### config.mk
export PLATFORM = sky130hd
export DESIGN_NAME = derivative_threshold_crossing_core
export DESIGN_NICKNAME = d
export VERILOG_FILES = /design/src/rtl/dtc_pkg.sv /design/src/rtl/dtc_cell.sv /design/src/rtl/dtc_tree.sv /design/src/rtl/dtc_ofifo.sv /design/src/rtl/derivative_threshold_crossing_core.sv
export SDC_FILE = /design/constraint.sdc
export NUM_CORES = 2
export LEC_CHECK = 0
export BUFFER_PORTS_ARGS = -buffer_cell sky130_fd_sc_hd__buf_2
export CAP_MARGIN = 20
export CORE_MARGIN = 2
export CORE_UTILIZATION = 45
export CTS_CLUSTER_DIAMETER = 150
export DETAILED_ROUTE_END_ITERATION = 7
export GPL_TIMING_DRIVEN = 0
export HOLD_SLACK_MARGIN = 0.15
export PLACE_DENSITY = 0.66
export SYNTH_ARGS = -nofsm -noshare
export SYNTH_HDL_FRONTEND = slang
export SYNTH_SLANG_ARGS = --single-unit
### constraint.sdc
create_clock -name i_clk -period 38.5 [get_ports i_clk]
set_clock_uncertainty 0.15 [all_clocks]
set_input_delay 7.7 -clock i_clk [delete_from_list [all_inputs] [get_ports i_clk]]
set_output_delay 7.7 -clock i_clk [all_outputs]
set_load 0.005 [all_outputs]
### src/rtl/dtc_pkg.sv
// Shared constants, widths and word types of the derivative threshold crossing core.
`timescale 1ns / 1ps

package dtc_pkg;

    // Sizing of the window and the record
    localparam int MAX_STEP    = 16;
    localparam int MAX_RECORD  = 8192;

    // Field and register widths
    localparam int SMP_W       = 16;
    localparam int DSTEP_W     = 5;
    localparam int CUT_W       = 21;
    localparam int CFG_W       = 21;
    localparam int CFG_IDX_W   = 1;
    localparam int BIN_W       = 13;
    localparam int KIND_W      = 2;

    // Derived sizes
    localparam int CNT_W       = $clog2(MAX_RECORD);
    localparam int STEP_W      = $clog2(MAX_STEP + 1);
    localparam int WIN_DEPTH   = 2 * MAX_STEP + 1;
    localparam int IDX_W       = $clog2(WIN_DEPTH);
    localparam int TREE_LVLS   = $clog2(WIN_DEPTH);
    localparam int TREE_W      = 1 << TREE_LVLS;
    localparam int DER_W       = SMP_W + $clog2(MAX_STEP) + 2;
    localparam int CMP_W       = ((DER_W > CUT_W) ? DER_W : CUT_W) + 1;

    // Result queue
    localparam int OFIFO_DEPTH = 16;
    localparam int OFIFO_AW    = $clog2(OFIFO_DEPTH);
    localparam int USED_W      = $clog2(OFIFO_DEPTH + 1);

    // Configuration register indexes
    typedef enum logic [CFG_IDX_W-1:0] {
        REG_DIFF_STEP = 1'b0,
        REG_CUT_LEVEL = 1'b1
    } t_reg_idx;

    // Crossing types
    typedef enum logic [KIND_W-1:0] {
        KIND_UPPER     = 2'd0,
        KIND_LOWER     = 2'd1,
        KIND_DOWN_JUMP = 2'd2,
        KIND_UP_JUMP   = 2'd3
    } t_kind;

    // Window selection for one bin: distance of the bin from the newest sample, half width
    typedef struct packed {
        logic [STEP_W-1:0] offs;
        logic [STEP_W-1:0] half;
    } t_sel;

    // Tag that travels beside the adder tree
    typedef struct packed {
        logic             vld;
        logic             mark;
        logic             zero_bin;
        logic [CNT_W-1:0] bin;
    } t_tag;

    // One result word
    typedef struct packed {
        logic             found;
        logic [BIN_W-1:0] bin;
        t_kind            kind;
        logic             last;
    } t_res;

endpackage

### src/rtl/dtc_cell.sv
// One window cell: holds a sample, passes it on, and weights it for the current bin.
`timescale 1ns / 1ps

module dtc_cell (
    input  logic                               i_clk,
    input  logic                               i_shift,
    input  logic [dtc_pkg::IDX_W-1:0]          i_pos,
    input  dtc_pkg::t_sel                      i_sel,
    input  logic signed [dtc_pkg::SMP_W-1:0]   i_smp,
    output logic signed [dtc_pkg::SMP_W-1:0]   o_smp,
    output logic signed [dtc_pkg::DER_W-1:0]   o_leaf
);
    import dtc_pkg::*;

    localparam int PW = IDX_W + 1;

    logic signed [SMP_W-1:0] r_smp;
    logic [PW-1:0]           pos_x;
    logic [PW-1:0]           dist_x;
    logic [PW-1:0]           half_x;
    logic                    is_fwd;
    logic                    is_back;
    logic signed [DER_W-1:0] smp_x;

    // Advance the window by one sample
    always_ff @(posedge i_clk) begin
        if (i_shift) begin
            r_smp <= i_smp;
        end
    end

    // Newer side of the bin adds, older side subtracts
    always_comb begin
        pos_x   = PW'(i_pos);
        dist_x  = PW'(i_sel.offs);
        half_x  = PW'(i_sel.half);
        is_fwd  = (pos_x < dist_x) && ((pos_x + half_x) >= dist_x);
        is_back = (pos_x > dist_x) && (pos_x <= (dist_x + half_x));
        smp_x   = DER_W'(r_smp);
        if (is_fwd) begin
            o_leaf = smp_x;
        end else if (is_back) begin
            o_leaf = -smp_x;
        end else begin
            o_leaf = '0;
        end
    end

    assign o_smp = r_smp;

endmodule

### src/rtl/dtc_tree.sv
// Pipelined adder tree over the cell leaves, with the bin tag carried alongside.
`timescale 1ns / 1ps

module dtc_tree (
    input  logic                             i_clk,
    input  logic                             i_rst_n,
    input  dtc_pkg::t_tag                    i_tag,
    input  logic signed [dtc_pkg::DER_W-1:0] i_leaf [dtc_pkg::TREE_W],
    output dtc_pkg::t_tag                    o_tag,
    output logic signed [dtc_pkg::DER_W-1:0] o_sum
);
    import dtc_pkg::*;

    // Heap order: node m sums nodes 2m and 2m+1, the bottom row sums leaf pairs
    logic signed [DER_W-1:0] r_node [1:TREE_W-1];
    t_tag                    r_tag  [TREE_LVLS];

    // Add one level per cycle
    always_ff @(posedge i_clk) begin
        for (int m = 1; m < TREE_W / 2; m++) begin
            r_node[m] <= r_node[2 * m] + r_node[2 * m + 1];
        end
        for (int m = TREE_W / 2; m < TREE_W; m++) begin
            r_node[m] <= i_leaf[2 * m - TREE_W] + i_leaf[2 * m + 1 - TREE_W];
        end
    end

    // Delay the tag by the depth of the tree
    always_ff @(posedge i_clk) begin
        if (!i_rst_n) begin
            for (int s = 0; s < TREE_LVLS; s++) begin
                r_tag[s] <= '0;
            end
        end else begin
            r_tag[0] <= i_tag;
            for (int s = 1; s < TREE_LVLS; s++) begin
                r_tag[s] <= r_tag[s - 1];
            end
        end
    end

    assign o_tag = r_tag[TREE_LVLS - 1];
    assign o_sum = r_node[1];

endmodule

### src/rtl/dtc_ofifo.sv
// Result queue between the crossing stage and the output channel.
`timescale 1ns / 1ps

module dtc_ofifo (
    input  logic          i_clk,
    input  logic          i_rst_n,
    input  logic          i_push,
    input  dtc_pkg::t_res i_data,
    input  logic          i_pop,
    output logic          o_valid,
    output dtc_pkg::t_res o_data
);
    import dtc_pkg::*;

    t_res                r_mem [OFIFO_DEPTH];
    logic [OFIFO_AW-1:0] r_wr_ptr;
    logic [OFIFO_AW-1:0] r_rd_ptr;
    logic [USED_W-1:0]   r_count;
    logic                do_pop;

    assign o_valid = (r_count != '0);
    assign do_pop  = i_pop && o_valid;
    assign o_data  = r_mem[r_rd_ptr];

    // Store pushed words
    always_ff @(posedge i_clk) begin
        if (i_push) begin
            r_mem[r_wr_ptr] <= i_data;
        end
    end

    // Advance pointers and track the fill level
    always_ff @(posedge i_clk) begin
        if (!i_rst_n) begin
            r_wr_ptr <= '0;
            r_rd_ptr <= '0;
            r_count  <= '0;
        end else begin
            if (i_push) begin
                r_wr_ptr <= r_wr_ptr + 1'b1;
            end
            if (do_pop) begin
                r_rd_ptr <= r_rd_ptr + 1'b1;
            end
            r_count <= r_count + USED_W'(i_push) - USED_W'(do_pop);
        end
    end

endmodule

### src/rtl/derivative_threshold_crossing_core.sv
// Top level: record sequencing, window cells, adder tree, crossing test and result queue.
//
//   channel  | direction | handshake          | payload
//   ---------+-----------+--------------------+------------------------------------------
//   sample   | in        | i_valid / o_ready  | i_sample_value, i_record_end
//   result   | out       | o_valid / i_ready  | o_crossing_found, o_crossing_bin,
//            |           |                    | o_crossing_kind, o_run_last
//   config   | in        | i_cfg_we           | i_cfg_idx, i_cfg_data
//
// Inside a record one sample is taken every cycle while the result queue has room; each
// settled bin goes through a 33-cell window and a six-level registered adder tree before
// its result word reaches the queue. After a record's last sample the sequencer replays
// the unsettled bins one per cycle while the queue has room, then the end marker: the input
// stays not ready until the end marker has been issued. Reset is synchronous, active
// low, and leaves the block ready at once. The input also stalls while the result
// queue has no free entry for every word in flight.
`timescale 1ns / 1ps

module derivative_threshold_crossing_core (
    input  logic                                i_clk,
    input  logic                                i_rst_n,
    input  logic                                i_valid,
    output logic                                o_ready,
    input  logic signed [dtc_pkg::SMP_W-1:0]    i_sample_value,
    input  logic                                i_record_end,
    output logic                                o_valid,
    input  logic                                i_ready,
    output logic                                o_crossing_found,
    output logic [dtc_pkg::BIN_W-1:0]           o_crossing_bin,
    output logic [dtc_pkg::KIND_W-1:0]          o_crossing_kind,
    output logic                                o_run_last,
    input  logic                                i_cfg_we,
    input  logic [dtc_pkg::CFG_IDX_W-1:0]       i_cfg_idx,
    input  logic [dtc_pkg::CFG_W-1:0]           i_cfg_data
);
    import dtc_pkg::*;

    localparam int LW = (CNT_W > STEP_W) ? CNT_W : STEP_W;

    // Clamp the configured step to MAX_STEP, the largest half width of the window
    function automatic logic [STEP_W-1:0] sat_step(input logic [DSTEP_W-1:0] v);
        if (int'(v) > MAX_STEP) begin
            return STEP_W'(MAX_STEP);
        end
        return STEP_W'(v);
    endfunction

    // Smaller of a bin index and a step
    function automatic logic [STEP_W-1:0] min_step(input logic [LW-1:0] a,
                                                   input logic [STEP_W-1:0] b);
        if (a < LW'(b)) begin
            return STEP_W'(a);
        end
        return b;
    endfunction

    // Configuration
    logic [DSTEP_W-1:0]      r_diff_step;
    logic [CUT_W-1:0]        r_cut;

    // Record sequencing
    logic [CNT_W-1:0]        r_cnt;
    logic [STEP_W-1:0]       r_step;
    logic                    r_flush;
    logic                    r_fmark;
    logic [CNT_W-1:0]        r_fbin;
    logic [STEP_W-1:0]       r_fdist;
    logic [USED_W-1:0]       r_used;
    t_sel                    r_sel;
    t_tag                    r_tag;
    t_sel                    n_sel;
    t_tag                    n_tag;
    logic signed [DER_W-1:0] r_prev;

    logic                    in_acc;
    logic                    rec_last;
    logic [STEP_W-1:0]       cur_step;
    logic [LW-1:0]           cnt_l;
    logic [LW-1:0]           step_l;
    logic [LW-1:0]           norm_bin;
    logic                    norm_go;
    logic [LW-1:0]           fl_bin0;
    logic [STEP_W-1:0]       fl_dist0;
    logic                    can_issue;

    // Window and tree
    logic signed [SMP_W-1:0] smp_chain [WIN_DEPTH + 1];
    logic signed [DER_W-1:0] leaf      [TREE_W];
    t_tag                    tr_tag;
    logic signed [DER_W-1:0] tr_sum;

    // Crossing test and queue
    logic signed [CMP_W-1:0] vi;
    logic signed [CMP_W-1:0] vj;
    logic signed [CMP_W-1:0] cut_pos;
    logic signed [CMP_W-1:0] cut_neg;
    logic                    hit;
    t_kind                   kind;
    logic                    res_push;
    logic                    res_drop;
    t_res                    res_word;
    t_res                    out_word;
    logic                    pop;

    // Decode the bin settled by this sample, or the start of a flush
    always_comb begin
        in_acc    = i_valid && o_ready;
        cur_step  = (r_cnt == '0) ? sat_step(r_diff_step) : r_step;
        rec_last  = i_record_end || (r_cnt == CNT_W'(MAX_RECORD - 1));
        cnt_l     = LW'(r_cnt);
        step_l    = LW'(cur_step);
        norm_bin  = cnt_l - step_l;
        norm_go   = in_acc && !rec_last && (cnt_l >= step_l);
        fl_bin0   = (cnt_l >= step_l) ? norm_bin : '0;
        fl_dist0  = min_step(cnt_l, cur_step);
        can_issue = (r_used < USED_W'(OFIFO_DEPTH));
    end

    assign o_ready = !r_flush && can_issue;

    // Pick the next bin request: flush sequencer first, else the live sample
    always_comb begin
        n_tag = '0;
        n_sel = '0;
        if (r_flush && can_issue) begin
            n_tag.vld = 1'b1;
            if (r_fmark) begin
                n_tag.mark = 1'b1;
            end else begin
                n_tag.bin      = r_fbin;
                n_tag.zero_bin = (r_fbin == '0);
                n_sel.offs     = r_fdist;
                n_sel.half     = min_step(LW'(r_fbin), r_fdist);
            end
        end else if (norm_go) begin
            n_tag.vld      = 1'b1;
            n_tag.bin      = CNT_W'(norm_bin);
            n_tag.zero_bin = (norm_bin == '0);
            n_sel.offs     = cur_step;
            n_sel.half     = min_step(norm_bin, cur_step);
        end
    end

    // Configuration writes
    always_ff @(posedge i_clk) begin
        if (!i_rst_n) begin
            r_diff_step <= DSTEP_W'(1);
            r_cut       <= '0;
        end else if (i_cfg_we) begin
            unique case (t_reg_idx'(i_cfg_idx))
                REG_DIFF_STEP: r_diff_step <= i_cfg_data[DSTEP_W-1:0];
                REG_CUT_LEVEL: r_cut       <= i_cfg_data[CUT_W-1:0];
                default: ;
            endcase
        end
    end

    // Sample count, latched step and flush sequencer
    always_ff @(posedge i_clk) begin
        if (!i_rst_n) begin
            r_cnt   <= '0;
            r_step  <= '0;
            r_flush <= 1'b0;
            r_fmark <= 1'b0;
            r_fbin  <= '0;
            r_fdist <= '0;
            r_tag   <= '0;
        end else begin
            r_tag <= n_tag;
            if (in_acc) begin
                r_step <= cur_step;
                r_cnt  <= rec_last ? '0 : r_cnt + 1'b1;
            end
            if (in_acc && rec_last) begin
                r_flush <= 1'b1;
                r_fmark <= 1'b0;
                r_fbin  <= CNT_W'(fl_bin0);
                r_fdist <= fl_dist0;
            end else if (r_flush && can_issue) begin
                if (r_fmark) begin
                    r_flush <= 1'b0;
                end else if (r_fdist == '0) begin
                    r_fmark <= 1'b1;
                end else begin
                    r_fbin  <= r_fbin + 1'b1;
                    r_fdist <= r_fdist - 1'b1;
                end
            end
        end
    end

    // Hold the window selection beside the tag
    always_ff @(posedge i_clk) begin
        r_sel <= n_sel;
    end

    // Row of window cells, newest sample in cell zero
    assign smp_chain[0] = i_sample_value;

    for (genvar j = 0; j < WIN_DEPTH; j++) begin : g_cell
        dtc_cell u_cell (
            .i_clk  (i_clk),
            .i_shift(in_acc),
            .i_pos  (IDX_W'(j)),
            .i_sel  (r_sel),
            .i_smp  (smp_chain[j]),
            .o_smp  (smp_chain[j + 1]),
            .o_leaf (leaf[j])
        );
    end

    for (genvar j = WIN_DEPTH; j < TREE_W; j++) begin : g_pad
        assign leaf[j] = '0;
    end

    dtc_tree u_tree (
        .i_clk  (i_clk),
        .i_rst_n(i_rst_n),
        .i_tag  (r_tag),
        .i_leaf (leaf),
        .o_tag  (tr_tag),
        .o_sum  (tr_sum)
    );

    // Compare the previous and current derivative against both cuts
    always_comb begin
        vi      = CMP_W'(tr_sum);
        vj      = CMP_W'(r_prev);
        cut_pos = signed'({{(CMP_W - CUT_W){1'b0}}, r_cut});
        cut_neg = -cut_pos;
        hit     = 1'b1;
        kind    = KIND_UPPER;
        if (vj > cut_pos && vi < cut_neg) begin
            kind = KIND_DOWN_JUMP;
        end else if (vj < cut_neg && vi > cut_pos) begin
            kind = KIND_UP_JUMP;
        end else if ((vi > cut_pos && vj < cut_pos) || (vi < cut_pos && vj > cut_pos)) begin
            kind = KIND_UPPER;
        end else if ((vi < cut_neg && vj > cut_neg) || (vi > cut_neg && vj < cut_neg)) begin
            kind = KIND_LOWER;
        end else begin
            hit = 1'b0;
        end

        res_push = tr_tag.vld && (tr_tag.mark || (hit && !tr_tag.zero_bin));
        res_drop = tr_tag.vld && !res_push;

        if (tr_tag.mark) begin
            res_word.found = 1'b0;
            res_word.bin   = '0;
            res_word.kind  = KIND_UPPER;
            res_word.last  = 1'b1;
        end else begin
            res_word.found = 1'b1;
            res_word.bin   = BIN_W'(tr_tag.bin);
            res_word.kind  = kind;
            res_word.last  = 1'b0;
        end
    end

    // Keep the last settled derivative
    always_ff @(posedge i_clk) begin
        if (!i_rst_n) begin
            r_prev <= '0;
        end else if (tr_tag.vld && !tr_tag.mark) begin
            r_prev <= tr_sum;
        end
    end

    // Count queue entries that are filled or reserved by words in flight
    always_ff @(posedge i_clk) begin
        if (!i_rst_n) begin
            r_used <= '0;
        end else begin
            r_used <= r_used + USED_W'(n_tag.vld) - USED_W'(pop) - USED_W'(res_drop);
        end
    end

    assign pop = o_valid && i_ready;

    dtc_ofifo u_ofifo (
        .i_clk  (i_clk),
        .i_rst_n(i_rst_n),
        .i_push (res_push),
        .i_data (res_word),
        .i_pop  (i_ready),
        .o_valid(o_valid),
        .o_data (out_word)
    );

    assign o_crossing_found = out_word.found;
    assign o_crossing_bin   = out_word.bin;
    assign o_crossing_kind  = out_word.kind;
    assign o_run_last       = out_word.last;

    // A word reaching the queue always has an entry reserved for it
    a_push_reserved: assert property (@(posedge i_clk) disable iff (!i_rst_n)
        res_push |-> (r_used != '0))
        else $error("result word pushed without a reserved queue entry");

    // Reservations never exceed the queue
    a_used_bound: assert property (@(posedge i_clk) disable iff (!i_rst_n)
        r_used <= USED_W'(OFIFO_DEPTH))
        else $error("queue reservation count overflow");

    // The last sample of a record starts a flush that holds off the input
    a_flush_stall: assert property (@(posedge i_clk) disable iff (!i_rst_n)
        (in_acc && rec_last) |=> !o_ready)
        else $error("input ready right after a record's last sample");

endmodule

## Word level (Yosys, flattened, before mapping)

Memory sizes are Yosys's and may differ from the RTL's. A register that Yosys moved wholly into a read port is not among the register bits.
Index checks and enable logic that the tools add are counted.

| word-level totals | value |
|---|---|
| flip-flop bits (word level) | 658 |
| latch bits | 0 |
| memory bits (writable) | 1754 |
| bits in read-only memories | 0 |
| input port bits | 44 |
| output and inout port bits | 19 |
| word-level logic and storage cells | 570 |
| memories kept | 3 |

| operators by class | value |
|---|---|
| add/subtract/negate cells | 125 |
| $mul | 0 |
| div/mod/pow operators | 0 |
| $lt $le $gt $ge | 146 |
| eq/ne operators | 3 |
| shift-type cells | 0 |
| multiplexer cells | 128 |
| bitwise operators | 8 |
| reductions and logical operators | 105 |

Memories:

| name | depth | bits a word | read ports | clocked after Yosys merged registers in | wr ports | line | source |
|---|---|---|---|---|---|---|---|
| u_tree.r_node | 63 | 22 | 63 | 0 | 63 | dtc_tree.sv:15 | `logic signed [DER_W-1:0] r_node [1:TREE_W-1];` |
| u_ofifo.r_mem | 16 | 17 | 1 | 1 | 1 | dtc_ofifo.sv:15 | `t_res r_mem [OFIFO_DEPTH];` |
| u_tree.r_tag | 6 | 16 | 6 | 0 | 6 | dtc_tree.sv:16 | `t_tag r_tag [TREE_LVLS];` |

Operators with widths:

| operator | count |
|---|---|
| $mux W22 | 66 |
| $add A22 B22 Y22 | 47 |
| $neg A16 Y22 | 33 |
| $ge A7 B5 Y1 | 32 |
| $le A5 B7 Y1 const A | 16 |
| $add A5 B5 Y6 const A | 16 |
| $mux W16 | 6 |
| $logic_and A1 B1 Y1 | 83 |
| $gt A5 B5 Y1 const A | 16 |
| $lt A5 B5 Y1 const A | 16 |
| $mux W13 | 6 |
| $mux W5 | 13 |
| $le A4 B7 Y1 const A | 8 |
| $add A4 B5 Y6 const A | 8 |
| $gt A22 B23 Y1 | 2 |
| $lt A22 B23 Y1 | 2 |
| $gt A22 B22 Y1 | 2 |
| $lt A22 B22 Y1 | 2 |
| $mux W14 | 3 |
| $gt A4 B5 Y1 const A | 8 |
| $lt A4 B5 Y1 const A | 8 |
| $logic_not A13 Y1 | 3 |
| $lt A13 B5 Y1 | 3 |
| $mux W10 | 3 |
| other kinds (45) | 113 |

## Longest topological paths before layout

| logic depth | value |
|---|---|
| word-level depth | 14 |
| mapped depth | 28 |

## By module

A second synthesis with hierarchy kept.

| unflattened totals | value |
|---|---|
| cells, all modules | 18567 |
| area total of the unflattened synthesis | 173131.0 um2 |

By module, submodules not included:

| module | instances | cells an instance | area each (um2) | seq. area each (um2) |
|---|---|---|---|---|
| dtc_tree | 1 | 10438 | 93852.5 | 29668.5 |
| dtc_cell at g_cell[0].u_cell ... | 18 | 201 | 1870.5 | 480.5 |
| dtc_cell at g_cell[17].u_cell ... | 14 | 194 | 1720.4 | 480.5 |
| dtc_ofifo | 1 | 519 | 11151.9 | 8508.2 |
| derivative_threshold_crossing_core | 1 | 1068 | 8526.9 | 2342.2 |
| dtc_cell at g_cell[2].u_cell | 1 | 208 | 1844.3 | 480.5 |

## Least setup slack after synthesis

No wires, ideal clock.

| path | value |
|---|---|
| path type | input port to flip-flop |
| from | input i_valid |
| to | register r_step[0] |
| arrival | 22.612 ns |
| data required time | 37.537 ns |
| slack | 14.926 ns |
| cell stages on the path | 4 |
| buffers on the path | 1 |
| path through | nand2_1 -> clkinv_1 -> buf_1 -> a211oi_1 |

| on the way | value |
|---|---|
| longest elaborated chain between the ends | 1 |

Ends and longest elaborated chain:

| what | line | source |
|---|---|---|
| from (decl) | derivative_threshold_crossing_core.sv:22 | `input logic i_valid,` |
| $logic_and A1 B1 Y1 | derivative_threshold_crossing_core.sv:107 | `in_acc = i_valid && o_ready;` |
| via g_cell[0].u_cell.i_shift | dtc_cell.sv:6 | `input logic i_shift,` |
| to (signal assigned) | derivative_threshold_crossing_core.sv:171 | `r_step <= cur_step;` |
| to (decl) | derivative_threshold_crossing_core.sv:63 | `logic [STEP_W-1:0] r_step;` |

The timed path passes the listed nets, and every way through them passes these cells.
A chain may end at the register's enable or synchronous reset.

==> impl_metrics.toml <==
[status]
status = "finished, final reports clean"

[synthesis]
synth_area_um2 = 99800
netlist_instances = 10100
synth_top_area_frac = 0.241
synth_seq_area_share = 0.450
synthFlopType = "dfxtp_1"
synth.distinct_cells = 87
synth.most_common_cell = "dfxtp_1"
synth_nets = 11100
syn_area_per_cell_um2 = 9.85
ys_warn_count = 0
yosys-top-cells-count = "dfxtp_1 (1044), nor2_1 (964), ha_1 (887)"
async_flop_share = 0
synth_edf_count = 800
synth_area_leaders = "edfxtp_1 (24%), dfxtp_1 (21%), ha_1 (11%)"
yosys_register_bits = 1844
synth_top_cell_by_area = "edfxtp_1"

[pwr]
finalPower_mw = 5.94
p_leak_nw = 46.4
vdd_drop_max_v = 0.0000591
p_per_area_nw_per_um2 = 53.3

[clocking]
cts_tree = "yes"
cts_buffer_depth = 3
cts_made_buffers = 198
cts_sinks = 1844
clk_pin_slew_ns = 0.07
clockRootBuffer = "clkbuf_16"
htree_num_levels = 4
post_cts_resized = 0
clk_latency_ns = 0.92

[detailed_routing]
ant_nets = 0
dr_total_vias = 76400
detail_route.first_pass.iterations = 6
drc_errors = 0
routed_via_density = 5.62
drtIter0Drc = 5983
wire_per_inst_um = 19.5
totalWireLength_mm = 264

[critical_path]
arrival_ns = 4.49
crit_fanout = 10
endpoint_kind = "output port"
criticalPathCategory = "reg -> out"
crit_required_ns = 30.65
start_kind = "register"
crit-reg2reg-launch = "r_sel[6]$_DFF_P_"

[global_routing]
antenna_found_initial = 10
grt.total_usage = 0.228
grt_pass1_wl_mm = 406
grt_pass1_vias = 72800
overflow = 0
grt_start_max_net_pins = 44

[layout]
drive_gt1_frac = 0.0607
final_core_util = 0.507
nFillCells = 19700
seqCellArea_um2 = 44900
multiInputGateArea_um2 = 52500
fin_cells = 13600
area_growth_pct = 11.8
layout.nets = 11400

[timing]
finalCriticalPeriod_ns = 12.34
hold_viol_final = 0
finalSetupTns_ns = 0
rsz0062_at_grt = "no"
slew-limit-headroom = 0.149
finalMaxSlewViolations = 0
worstMarginPinSlew_ns = 1.27
setup_viol = 0
clock.fmax_mhz = 81.0
post-route-period-util = 0.321

[hold_path]
hp-start = "u_tree.r_node[0][548]$_DFF_P_"
min_path_type = "reg -> reg"

[placement]
hpwl_mm = 206
globalplace.congestion = 0.953
io_buffers = 62
dp.cells = 13200

[die]
die-area_um2 = 226000
num_rows = 172
die_x_um = 475
start_util = 0.453
die_h_um = 475
core_area_um2 = 220000
ios = 63

[run]
maxCapViolations = 0
[cells in the final DEF, fill, tap and decap left out, drive strengths merged, types with 37 or more instances in the layout]
cell type  netlist  final
a211oi          75     75
a21o           251    251
a21oi          687    687
a31oi           76     76
and2           173    173
and3           113    113
buf             27    135
clkbuf         204    476
clkinv           2     77
dfxtp         1044   1044
edfxtp         800    800
fa              37     37
ha             887    887
inv            395    402
mux4            85     85
nand2          765    765
nand2b         113    113
nand3          188    188
nand4           43     43
nor2           964    964
nor2b          147    147
nor3           295    295
nor4            42     42
o2111ai         42     42
o211ai          43     43
o21a           103    103
o21ai          769    769
o31ai          162    162
or2             73     73
or3            336    336
xnor2          534    534
xor2           264    264
[sequential cells by signal, summed over array words and instances (netlist names), 5 cells and up, named ones only]
| register | cells |
|---|---|
| r_sel | 10 |
| r_prev | 22 |
| r_tag | 16 |
| r_diff_step | 5 |
| cnt_l | 13 |
| r_fbin | 13 |
| r_step | 5 |
| g_cell.u_cell.o_smp | 528 |
| u_tree.r_tag | 96 |
| r_cut | 21 |
| r_used | 5 |
| r_fdist | 5 |
| u_ofifo.r_mem | 272 |
| u_ofifo.r_count | 5 |
| u_tree.r_node | 814 |
[logic make-up after synthesis]
logic type                 synth area share
DFF                                   0.450
muxes                                0.0214
buffers and inverters                0.0238
adders and majority gates             0.119
xor gates and xnor gates             0.0716
and+or+nand+nor                       0.163
AOI/OAI and AO/OA                     0.151
[repair_timing]
item	in CTS	in global routing
setup buffers	0	0
hold endpoints to repair	6	0
hold buffers	6	0
[layout make-up]
| type | count | area share |
|---|---|---|
| diodes | 4 | 0.0000897 |
| multi-input cells | 7663 | 0.471 |
| repair buffers | 116 | 0.0101 |
| plain buffers | 231 | 0.00792 |
| clock inverters | 107 | 0.0120 |
| clock buffers | 270 | 0.0496 |
| well taps | 2958 | 0.0332 |
| flip-flops and latches | 1844 | 0.403 |
| inverters | 397 | 0.0134 |
[path summary, 6_finish.rpt]
kind	to	slack, ns	cells past startpoint
max reg2reg	u_tree.r_node[0][966]$_DFF_P_	30.01	26
min reg2reg	u_tree.r_node[0][284]$_DFF_P_	0.15	0
max	o_crossing_bin[3]	26.16	6
min	u_tree.r_node[0][284]$_DFF_P_	0.15	0
[per-layer routing]
layer / part of all wire / GRT usage / vias to the layer above
met4: 0.034 / 0.0787 / 0
li1: - / - / 37400
met3: 0.054 / 0.0279 / 455
met2: 0.47 / 0.384 / 2050
met5: 0 / 0 / -
met1: 0.44 / 0.303 / 36500
[stage by stage]
stage,hold slack [ns],area [um2],setup slack (ns)
detailed placement,0.162,104000,27.07
global route,0.162,112000,25.89
CTS,0.152,111000,26.07
global placement,0.160,104000,7.68
floorplan,0.160,99800,14.93
finish,0.154,112000,26.16
[critical path, cell delays in order, from the launching register on]
cell      delay [ns]
dfxtp_1         0.34
clkbuf_1        0.20
buf_1           0.77
buf_1           0.94
mux4_2          0.63
mux4_2          0.53
buf_2           0.15
[power by group]
group | internal [mW] | switching [mW]
Sequential | 2.38 | 0.259
Combinational | 0.550 | 0.800
Clock | 1.12 | 0.831
(Power assumes the default switching activity.)
